<file path="src/hdl/chtlp_pkg.sv">
//------------------------------------------------------------------------------
// chtlp_pkg
// shared types and constants for the coordinate hash table
//------------------------------------------------------------------------------
`default_nettype none
package chtlp_pkg;
	localparam logic [63:0] HASH_BASIS = 64'hCBF29CE484222325;

	typedef enum logic [2:0] {
		ST_HIT      = 3'd0,
		ST_MISS     = 3'd1,
		ST_NEW      = 3'd2,
		ST_REPLACED = 3'd3,
		ST_FULL     = 3'd4
	} status_t;

	typedef enum logic {
		OP_LOOKUP = 1'b0,
		OP_INSERT = 1'b1
	} opcode_t;

	typedef struct packed {
		logic        opcode;
		logic [31:0] key_x;
		logic [31:0] key_y;
		logic [31:0] key_z;
		logic [31:0] insert_handle;
	} in_beat_t;

	typedef struct packed {
		logic [2:0]  status;
		logic [31:0] found_handle;
		logic [9:0]  slot_index;
		logic [10:0] occupancy;
	} out_beat_t;

	// multiply by 33 then xor in a coordinate
	function automatic logic [63:0] hash_step(input logic [63:0] h, input logic [31:0] c);
		logic [63:0] m;
		m = (h << 5) + h;
		return m ^ {32'd0, c};
	endfunction

	typedef enum logic [2:0] {
		BK_IDLE,
		BK_READ,
		BK_CHECK,
		BK_DONE,
		BK_CLEAR
	} back_state_t;
endpackage
`default_nettype wire

</file>
<file path="src/hdl/chtlp_front.sv">
//------------------------------------------------------------------------------
// chtlp_front
// accepts beats, hashes the key over three stages and queues the home slot
//------------------------------------------------------------------------------
`default_nettype none
module chtlp_front #(
	parameter int TABLE_SLOTS = 1024,
	parameter int IDX_BITS    = 10
) (
	input  wire                      clk,
	input  wire                      arst_n,
	input  wire                      in_valid,
	output logic                     in_stall,
	input  wire chtlp_pkg::in_beat_t in_beat,
	output logic                     q_valid,
	input  wire                      q_pop,
	output chtlp_pkg::in_beat_t      q_beat,
	output logic [IDX_BITS-1:0]      q_home
);
	logic                    v_s1, v_s2, v_s3;
	chtlp_pkg::in_beat_t     b_s1, b_s2, b_s3;
	logic [63:0]             h_s1, h_s2, h_s3;
	logic                    adv;

	// two-entry queue
	chtlp_pkg::in_beat_t     qb_q [2];
	logic [IDX_BITS-1:0]     qh_q [2];
	logic                    wp_q, rp_q;
	logic [1:0]              cnt_q;
	logic                    push;

	// pipeline advances only when the queue can take the beat leaving the last stage
	assign adv = (cnt_q == 2'd0) || (cnt_q == 2'd1 && !v_s3) || (q_pop && !v_s3)
		|| (q_pop && cnt_q == 2'd1);
	assign in_stall = !adv;
	assign push = adv && v_s3;

	always_ff @(posedge clk or negedge arst_n) begin
		if (!arst_n) begin
			v_s1 <= 1'b0;
			v_s2 <= 1'b0;
			v_s3 <= 1'b0;
		end else if (adv) begin
			v_s1 <= in_valid;
			v_s2 <= v_s1;
			v_s3 <= v_s2;
		end
	end

	always_ff @(posedge clk) begin
		if (adv) begin
			b_s1 <= in_beat;
			h_s1 <= chtlp_pkg::hash_step(chtlp_pkg::HASH_BASIS, in_beat.key_x);
			b_s2 <= b_s1;
			h_s2 <= chtlp_pkg::hash_step(h_s1, b_s1.key_y);
			b_s3 <= b_s2;
			h_s3 <= chtlp_pkg::hash_step(h_s2, b_s2.key_z);
		end
	end

	always_ff @(posedge clk or negedge arst_n) begin
		if (!arst_n) begin
			wp_q  <= 1'b0;
			rp_q  <= 1'b0;
			cnt_q <= 2'd0;
		end else begin
			if (push) wp_q <= !wp_q;
			if (q_pop && q_valid) rp_q <= !rp_q;
			cnt_q <= cnt_q + {1'b0, push} - {1'b0, q_pop && q_valid};
		end
	end

	always_ff @(posedge clk) begin
		if (push) begin
			qb_q[wp_q] <= b_s3;
			qh_q[wp_q] <= h_s3[IDX_BITS-1:0] & IDX_BITS'(TABLE_SLOTS - 1);
		end
	end

	assign q_valid = cnt_q != 2'd0;
	assign q_beat  = qb_q[rp_q];
	assign q_home  = qh_q[rp_q];
endmodule
`default_nettype wire

</file>
<file path="config.mk">
export PLATFORM = sky130hd
export DESIGN_NAME = chtlp_front
export DESIGN_NICKNAME = d
export VERILOG_FILES = /design/src/hdl/chtlp_pkg.sv /design/src/hdl/chtlp_front.sv
export SDC_FILE = /design/constraint.sdc
export NUM_CORES = 1
export LEC_CHECK = 0
export BUFFER_PORTS_ARGS = -buffer_cell sky130_fd_sc_hd__buf_4
export CORE_UTILIZATION = 25
export DETAILED_ROUTE_END_ITERATION = 16
export GPL_TIMING_DRIVEN = 0
export HOLD_SLACK_MARGIN = 0.02
export SYNTH_ARGS = -nofsm -noshare
export SYNTH_HDL_FRONTEND = slang
export SYNTH_SLANG_ARGS = --single-unit
export TNS_END_PERCENT = 1
</file>
<file path="constraint.sdc">
create_clock -name clk -period 24.5 [get_ports clk]
set_input_delay 0 -clock clk [delete_from_list [all_inputs] [get_ports clk]]
set_output_delay 0 -clock clk [all_outputs]
set_load 0.1 [all_outputs]
</file>
=== Word-level counts from Yosys, hierarchy flattened ===
Memories as Yosys holds them, arrays and structs flattened.
Cells that the tools add are included.

* Bitwise operators: 3
* Reduce and logical (&&, ||, !) cells: 14
* Equality and inequality tests: 1
* Muxes and demuxes: 2
* Add/sub/neg operators: 4

{| class="wikitable"
|+ Operator list
! cell !! number
|-
| 10-bit adder || 2
|-
| 10-bit XOR || 2
|-
| 6-bit NOT || 1
|-
| 1-bit logical AND || 5
|-
| 1-bit zero test || 4
|-
| 1-bit logical OR || 3
|-
| 2-bit by 1-bit adder with 2-bit output || 1
|-
| 2-bit by 1-bit == test with 1-bit output, second input constant || 1
|-
| 2-bit zero test || 1
|-
| 1-bit two-way mux || 2
|-
| 2-bit nonzero test || 1
|-
| 2-bit by 1-bit subtractor with 2-bit output || 1
|}

* Register bits after elaboration: 424
* Memories kept: 2
* Logic and storage cells: 50
* Bits in writable memories: 278
* Input port bits: 133

{| class="wikitable"
|+ Memories
! memory !! words !! bits a word !! rd ports !! clocked after Yosys merged registers in !! wr ports !! line !! RTL
|-
| qb_q || 2 || 129 || 1 || 0 || 1 || chtlp_front.sv:26 || <nowiki>chtlp_pkg::in_beat_t qb_q [2];</nowiki>
|-
| qh_q || 2 || 10 || 1 || 0 || 1 || chtlp_front.sv:27 || <nowiki>logic [IDX_BITS-1:0] qh_q [2];</nowiki>
|}

=== Logic depth before layout (Yosys ltp) ===
Gate-level depths: netlist of run 1.

* Depth after elaboration: 8
* Gate-level depth with buffers: 8

=== Least setup slack after synthesis of run 1 ===
Ideal clock, no wire load.

* Path kind: register to output
* From: register v_s3
* To: output port in_stall
* Stages on the path, launching flop included: 3
* Path slack: 7185 ps
* Data required time: 24500 ps
* Arrival time: 17315 ps
* Cell sequence: dfrtp_1 > a21oi_2 > inv_1

* Cells in the longest elaborated chain, start to end: 6
* Elaborated cells on any way between the ends: 7
* Those cells by class: reduce/logical: 7

{| class="wikitable"
|+ RTL lines
! what !! line !! RTL
|-
| start, declared || chtlp_front.sv:20 || <nowiki>logic v_s1, v_s2, v_s3;</nowiki>
|-
| start signal, assigned || chtlp_front.sv:46 || <nowiki>v_s3 <= v_s2;</nowiki>
|-
| 1-bit zero test (*) || chtlp_front.sv:33 || <nowiki>assign adv = (cnt_q == 2'd0) || (cnt_q == 2'd1 && !v_s3) || (q_pop && !v_s3)</nowiki>
|-
| 1-bit logical AND || chtlp_front.sv:33 ||
|-
| 1-bit logical OR || chtlp_front.sv:33 ||
|-
| 1-bit logical OR (*) || chtlp_front.sv:33 ||
|-
| 1-bit logical OR (*) || chtlp_front.sv:34 || <nowiki>|| (q_pop && cnt_q == 2'd1);</nowiki>
|-
| 1-bit zero test (*) || chtlp_front.sv:35 || <nowiki>assign in_stall = !adv;</nowiki>
|-
| end, declared || chtlp_front.sv:13 || <nowiki>output logic in_stall,</nowiki>
|}

Mark *: on every way between the ends. The rest lies on a longest branch, timed or not.

=== Worst setup path in the final report of run 1 ===
Ends and elaborated chain as after synthesis.

==> impl_metrics.yaml, run 1 <==
status:
  status: "completed"
clock_network:
  ctsResizeCount: 0
  post_cts_buffers: 0
  clkLatencyLatePin_ns: 0.62
  clkSlewWorstSetupHoldPaths_ns: 0.06
  cts_tree: "done"
  clk_path_buf_depth: 3
  cts_inserted_buffers: 76
  root_buffer: "clkbuf_16"
  htree_levels: 3
  clock-sinks: 698
hold_path:
  whs_endpoint: "b_s1[100]"
  min_path_type: "primary input to flip-flop"
  worstHoldStart: "in_beat[100]"
  whs_path_depth: 2
worst_setup_path:
  reg2reg_slack_ns: 21.59
  rr_endpoint: "b_s1[19]"
  worstSetupStartpointType: "flip-flop"
  cp-end-kind: "primary output"
  cp.required_ns: 24.50
  worstPathArrival_ns: 3.50
  path_max_fanout: 31
  crit_type: "flip-flop to primary output"
  r2r_start: "v_s3"
  worstSetupStartpoint: "v_s3"
  reg2reg_depth: 9
yosys:
  synth_area_um2: 23700
  synth_compound_gate_area_share_pct: 0.312
  yosys.area_share.xor_xnor_pct: 1.18
  synth.yosys.warnings: 0
  synthDominantCellAreaShare_pct: 87.7
  synth_top_family_by_area: "multiplexers"
  synth-main-ff-cell: "edfxtp_1"
  synthDistinctLibCells: 22
  synth_fa_ha_area_share_pct: 0.698
  syn_area_per_cell_um2: 25.3
  yosysMostFrequentCell: "edfxtp_1"
  synth_edf_count: 691
  async_reset_ff_share_pct: 1.00
  syn_nets: 1081
  syn_inst: 936
  yosys.area_share.simple_pct: 0.153
  synth_mux_area_share_pct: 8.29
  ys_seq_area_share_pct: 88.4
  netlist_top_cells_count: "691 x edfxtp_1, 100 x mux2_4, 41 x mux2_2"
  yosysTopAreaCell: "edfxtp_1"
  ys_top_cells_by_area: "edfxtp_1 88%, mux2_4 6.3%, mux2_2 2.0%"
  synth_seq_cells: 698
detailed_routing:
  vias: 10200
  wl_per_cell_um: 16.3
  wl_um: 44800
  drc: 0
  ant_nets: 0
  drt-initial-drc-count: 530
  via_per_inst: 3.69
  dr.pass1.iters: 4
cells_and_area:
  drive_gt1_share_pct: 37.7
  finalCoreUtilization_pct: 33.7
  area_growth_pct: 33.2
  nNetsFinal: 1588
die:
  rows: 112
  initial_core_util_pct: 25.3
  die_y_um: 310
  ios: 274
  core-area_um2: 93600
  chipWidth_um: 310
  dieArea_um2: 95900
job:
  maxCapViolations: 0
placed_design:
  port_buffers: 273
  place.gp.congestion: 0.700
  dp_hpwl_um: 29100
global_routing:
  grt_pass1_wl_um: 64700
  grt_usage_pct: 9.24
  antenna_found_initial: 8
  grt_start_max_net_pins: 48
  first_global_vias: 10700
  grt_overflow: 0
timing:
  tightestPinTransition_ns: 0.798
  min_period_ns: 3.50
  skew_ns: 0.0220
  post-route-period-util_pct: 14.3
  setup_viol: 0
  fmax_ghz: 0.286
  fin_setup_tns_ns: 0
  hold_viol: 0
  grt_setup_unrepaired: "false"
  slew_viol_final: 0
  slew_headroom_pct: 46.6
[registers in the layout (all words and copies together), names as in the netlist]
| name | count |
|---|---|
| qb_q | 258 |
| b_s1 | 129 |
| b_s2 | 129 |
| b_s3 | 129 |
| qh_q | 20 |
| h_s2 | 10 |
| h_s3 | 10 |
| h_s1 | 6 |
| cnt_q | 2 |
| rp_q | 1 |
| v_s1 | 1 |
| v_s2 | 1 |
| v_s3 | 1 |
| wp_q | 1 |
[final cells by class]
class	instances	area [um2]
Fill cell	8838	62100
Sequential cell	698	20900
Timing Repair Buffer	429	3860
Multi-Input combinational cell	204	2540
Clock buffer	95	1990
Tap cell	1254	1570
Clock inverter	42	424
Buffer	16	159
Inverter	18	67.6
Antenna cell	2	5.00
[cell families (layout without fill, tap and decap cells)]
family                     Yosys count  in the layout
muxes                              141            141
adders and majority gates           12             12
other                                0              2
buffers and inverters               34            600
DFF                                698            698
xor gates and xnor gates            32             32
AOI/OAI and AO/OA                   12             12
and+or+nand+nor                      7              7
[worst max-delay path, stage by stage (launching register included)]
cell and delay [ns]:
dfrtp_1 0.43, inv_1 0.10, a21oi_1 0.10, a21oi_4 0.56, buf_12 0.28, buf_12 0.21, buf_12 0.21, buf_12 0.20
buf_12 0.20, buf_12 0.23, inv_1 0.06, buf_4 0.23
[layer usage]
| layer | track usage, % | wire length [um] | vias to the layer above | share of wire (%) |
|---|---|---|---|---|
| met5 | 0 | 74 | - | 0.17 |
| met4 | 4.35 | 1320 | 12 | 2.9 |
| met3 | 2.97 | 3160 | 97 | 7.1 |
| met2 | 15.2 | 22300 | 242 | 50 |
| met1 | 10.9 | 18000 | 5069 | 40 |
| li1 | - | - | 4753 | - |
[timing repair]
action / in CTS / in global routing
endpoints found under the setup margin: 0 / 0
endpoints found under the hold margin: 147 / 0
hold buffers: 133 / 0
[layout by cell type, fill, tap and decap left out, types with 7 or more instances in the layout]
cell type,synthesis,layout
edfxtp_1,691,691
buf_4,0,273
dlygate4sd3_1,0,133
mux2_4,100,100
clkbuf_16,0,77
mux2_2,41,41
buf_12,0,21
inv_1,18,18
clkbuf_1,0,18
xor2_1,16,16
xnor2_1,16,16
buf_6,11,11
ha_1,10,10
clkinv_2,0,10
clkinv_1,0,9
dfrtp_1,7,7
[worst max-delay path by stage]
stage | to | slack [ns]
2_1_floorplan | in_stall | 7.18
3_3_place_gp | v_s1 | 5.34
3_5_place_dp | b_s3[27] | 21.54
4_1_cts | in_stall | 20.86
5_1_grt | in_stall | 20.75
6_report | in_stall | 21.00
[stage by stage]
stage / setup slack [ns] / instances / area [um2] / hold slack (ns)
floorplan: 7.18 / 936 / 23700 / -0.296
global placement: 5.34 / 2463 / 27300 / -0.188
detailed placement: 21.54 / 2486 / 27800 / -0.184
CTS: 20.86 / 2756 / 31500 / 0.0309
global route: 20.75 / 2757 / 31500 / 0.0574
finish: 21.00 / 2758 / 31500 / 0.0944
Power of run 1 is left out: the tool's default activity adds up to more than one toggle a clock period on the data nets, which glitch-free logic cannot reach.
==> inputs of run 2 (changes only) <==
==> constraint.sdc (replaced) <==
create_clock -name clk -period 3.5 [get_ports clk]
set_input_delay 0 -clock clk [delete_from_list [all_inputs] [get_ports clk]]
set_output_delay 0 -clock clk [all_outputs]
set_load 0.1 [all_outputs]
==> impl_metrics.yaml, run 2 (same netlist as run 1, synthesis figures left out) <==
global_routing:
  first_global_vias: 10800
  antenna_found_initial: 8
  grt_pass1_wl_um: 64500
  grt_start_max_net_pins: 58
  grt_usage_pct: 9.15
  grt_overflow: 0
worst_setup_path:
  cp.buffers_inverters: 7
  crit_type: "flip-flop to primary output"
  cp-end-kind: "primary output"
  worstPathArrival_ns: 3.04
  cp.required_ns: 3.50
  path_cells: "inv_1 > a21oi_1 > a21oi_4 > buf_12 > buf_12 > buf_16 > buf_12 > inv_1 > buf_4"
  crit_family: "buffers and inverters"
  worstSetupStartpointType: "flip-flop"
  cpMostUsedCell: "buf_12"
  cp_slowest_stage_delay_ns: 0.55
  crit_slowest_cell: "a21oi_4"
  path_max_fanout: 31
placed_design:
  port_buffers: 273
  dpl.cell_count: 2487
  place.gp.congestion: 0.688
  pre_cts_ws_ns: 0.801
  dp_hpwl_um: 29100
status:
  status: "completed"
detailed_routing:
  via_per_inst: 3.68
  dr.pass1.iters: 4
  wl_per_cell_um: 16.0
  drt-initial-drc-count: 562
  ant_nets: 0
  wl_um: 44200
  drc: 0
  vias: 10200
clock_network:
  clkSlewWorstSetupHoldPaths_ns: 0.06
  clock-sinks: 698
  post_cts_buffers: 0
  ctsResizeCount: 0
  cts_inserted_buffers: 77
  root_buffer: "clkbuf_16"
  htree_levels: 3
  clk_path_buf_depth: 3
  cts_tree: "done"
  clkLatencyLatePin_ns: 0.62
  holdBufCountCts: 133
cells_and_area:
  final_common_cell: "edfxtp_1"
  area_growth_pct: 34.3
  nNetsFinal: 1590
  finalCoreUtilization_pct: 34.0
  final_cell_mix: "691 x edfxtp_1, 273 x buf_4, 133 x dlygate4sd3_1"
  largest_register_ffs: 258
  regMostFlops: "qb_q"
  drive_gt1_share_pct: 37.9
  stdcell_count: 2763
die:
  chipWidth_um: 310
  initial_core_util_pct: 25.3
  core-area_um2: 93600
  ios: 274
  rows: 112
  die_y_um: 310
  dieArea_um2: 95900
timing:
  post-route-period-util_pct: 86.9
  fin_ws_ns: 0.459
  tightestPinTransition_ns: 0.663
  min_period_ns: 3.04
  slew_viol_final: 0
  hold_viol: 0
  skew_ns: 0.0248
  grt_setup_unrepaired: "false"
  fmax_ghz: 0.329
  slew_headroom_pct: 55.7
  fin_setup_tns_ns: 0
  setup_viol: 0
job:
  maxCapViolations: 0
hold_path:
  min_path_type: "primary input to flip-flop"
-- run 2: path summary, 6_finish.rpt --
| path | from | to | slack [ns] | depth (start not counted) |
|---|---|---|---|---|
| worst max-delay path | v_s3 | in_stall | 0.46 | 9 |
| worst min-delay path | in_beat[73] | b_s1[73] | 0.1 | 2 |
| worst max register to register | v_s3 | b_s2[17] | 0.80 | 8 |
| worst min register to register | b_s2[125] | b_s3[125] | 0.41 | 0 |
| max in group asynchronous | arst_n | v_s3 | 2.88 | 3 |
| min in group asynchronous | arst_n | v_s2 | 0.36 | 3 |
-- run 2: final cells by class --
cell class | instances | area, um2
fill | 8801 | 61800
sequential | 698 | 20900
timing repair buffer | 430 | 3940
multi-input combinational | 204 | 2540
clock buffer | 91 | 2050
tap | 1254 | 1570
clock inverter | 50 | 523
buffer | 16 | 159
inverter | 18 | 67.6
antenna | 2 | 5.00
-- run 2: layer usage --
layer | global-route usage [%] | share of wire, % | up-vias
li1 | - | - | 4760
met1 | 11.0 | 41 | 5047
met2 | 14.7 | 49 | 242
met3 | 2.86 | 6.7 | 95
met4 | 4.69 | 3.0 | 14
met5 | 0 | 0.20 | -
-- run 2: worst reg2reg max path: stages, from the launching register on --
cell     delay (ns)
dfrtp_1        0.43
inv_1          0.10
a21oi_1        0.12
a21oi_4        0.55
buf_12         0.28
buf_12         0.23
buf_12         0.23
buf_16         0.21
buf_12         0.22
-- run 2: stage by stage --
step / area, um2 / hold WS (ns)
floorplan: 23700 / -0.296
global placement: 27300 / -0.187
detailed placement: 27900 / -0.183
CTS: 31800 / 0.0222
global route: 31800 / 0.0457
finish: 31800 / 0.0971
Power of run 2 is left out for the same reason.
==> inputs of run 3 (changes only) <==
--- a/config.mk
+++ b/config.mk
@@ -5,6 +5,7 @@
 export SDC_FILE = /design/constraint.sdc
 export NUM_CORES = 1
 export LEC_CHECK = 0
+export ABC_AREA = 1
 export BUFFER_PORTS_ARGS = -buffer_cell sky130_fd_sc_hd__buf_4
 export CORE_UTILIZATION = 25
 export DETAILED_ROUTE_END_ITERATION = 16
==> impl_metrics.yaml, run 3 <==
placed_design:
  place.gp.congestion: 0.737
  port_buffers: 273
  dp_hpwl_um: 31800
  dpl.cell_count: 2817
hold_path:
  worstHoldStart: "in_beat[37]"
  min_path_type: "primary input to flip-flop"
yosys:
  synth_edf_count: 691
  synthDominantCellAreaShare_pct: 88.4
  synth_area_um2: 23500
  synth.yosys.warnings: 0
  yosysTopAreaCell: "edfxtp_1"
  ys_top_cells_by_area: "edfxtp_1 88%, nand2_1 7.2%, dfrtp_1 0.75%"
  ys_seq_area_share_pct: 89.1
  synthDistinctLibCells: 19
  netlist_top_cells_count: "691 x edfxtp_1, 453 x nand2_1, 36 x inv_1"
  synth_seq_cells: 698
  syn_area_per_cell_um2: 18.4
  async_reset_ff_share_pct: 1.00
  yosysMostFrequentCell: "edfxtp_1"
  syn_inst: 1277
  synth-main-ff-cell: "edfxtp_1"
  syn_nets: 1422
die:
  die_y_um: 308
  rows: 112
  chipWidth_um: 308
  dieArea_um2: 95200
  core-area_um2: 93200
  ios: 274
  initial_core_util_pct: 25.2
timing:
  hold_ws_ns: 0.0935
  slew_headroom_pct: 50.4
  min_period_ns: 3.11
  grt_setup_unrepaired: "false"
  hold_viol: 0
  skew_ns: 0.0189
  slew_viol_final: 0
  fmax_ghz: 0.321
  setup_viol: 0
  tightestPinTransition_ns: 0.743
  post-route-period-util_pct: 88.9
clock_network:
  ctsResizeCount: 0
  post_cts_buffers: 0
  clkSlewWorstSetupHoldPaths_ns: 0.06
  htree_levels: 3
  clkLatencyLatePin_ns: 0.62
  clk_path_buf_depth: 3
  clock-sinks: 698
  cts_tree: "done"
  holdBufCountCts: 133
  root_buffer: "clkbuf_16"
  cts_inserted_buffers: 77
status:
  status: "completed"
worst_setup_path:
  worstPathArrival_ns: 3.41
  path_max_fanout: 83
  r2r_start: "v_s3"
  worstSetupStartpointType: "flip-flop"
  cp.required_ns: 3.80
  crit_type: "flip-flop to flip-flop"
  worstSetupStartpoint: "v_s3"
  cp-end-kind: "flip-flop"
cells_and_area:
  area_growth_pct: 33.2
  antenna_cells: 0
  final_cell_mix: "691 x edfxtp_1, 453 x nand2_1, 279 x buf_4"
  final_common_cell: "edfxtp_1"
  n_fill_cell: 8827
  drive_gt1_share_pct: 23.7
  finalCoreUtilization_pct: 33.6
  largest_register_ffs: 258
  stdcell_count: 3091
  nNetsFinal: 1920
  regMostFlops: "qb_q"
global_routing:
  grt_start_max_net_pins: 120
  grt_pass1_wl_um: 71700
  grt_overflow: 0
  first_global_vias: 11900
  antenna_found_initial: 2
  grt_usage_pct: 10.3
detailed_routing:
  drc: 0
  wl_um: 49400
  dr.pass1.iters: 5
  wl_per_cell_um: 16.0
  via_per_inst: 3.78
  ant_nets: 0
  drt-initial-drc-count: 818
  vias: 11700
job:
  maxCapViolations: 0
## run 3: critical path, cell delays in order, from the launching register on
cell and delay [ns]:
dfrtp_1 0.41, o21bai_4 0.21, nand2_8 0.46, nand2_1 0.26, nor2_4 0.65, buf_12 0.27
buf_12 0.21, buf_12 0.23
## run 3: cell type report
class | count | area (um2) | area share (%)
clock inverters | 48 | 467 | 1.49
repair buffers | 419 | 3670 | 11.7
inverters | 37 | 145 | 0.464
plain buffers | 31 | 239 | 0.764
multi-input cells | 511 | 2220 | 7.08
well taps | 1254 | 1570 | 5.02
clock buffers | 93 | 2050 | 6.56
flip-flops and latches | 698 | 20900 | 66.9
## run 3: final timing paths
check / end / slack (ns) / cells after the start
max: qb_q[1][53] / 0.39 / 7
max in group asynchronous: wp_q / 2.88 / 3
min: b_s1[37] / 0.09 / 2
min reg2reg: b_s3[105] / 0.41 / 0
max reg2reg: qb_q[1][53] / 0.39 / 7
min in group asynchronous: v_s1 / 0.36 / 3
## run 3: per-stage QoR
step / instance area (um2) / worst slack (ns) / TNS (ns)
final: 31300 / 0.388 / 0
after global routing: 31300 / 0.140 / 0
after CTS: 31300 / 0.296 / 0
after detailed placement: 27400 / 0.327 / 0
after global placement: 27100 / -3.93 / -1087.31
after floorplan: 23500 / -1.69 / -447.26
## run 3: per-layer routing
layer	wire length, um	vias up	part of all wire, %	track usage [%]
met1	20900	5754	42	12.7
met5	13	-	0.026	0
li1	-	5598	-	-
met4	1380	2	2.8	4.55
met3	2480	90	5.0	2.32
met2	24600	253	50	17.1
## run 3: logic make-up (layout without fill, tap and decap cells)
| logic type | Yosys count | in the layout | synth area share (%) |
|---|---|---|---|
| flip-flops | 698 | 698 | 89.1 |
| AND/OR/NAND/NOR | 470 | 470 | 7.58 |
| buffers and inverters | 68 | 628 | 1.62 |
| XOR/XNOR | 23 | 23 | 0.858 |
| adder cells (fa/ha/maj) | 12 | 12 | 0.703 |
| AO/OA/AOI/OAI | 6 | 6 | 0.139 |
Power of run 3 is left out for the same reason.
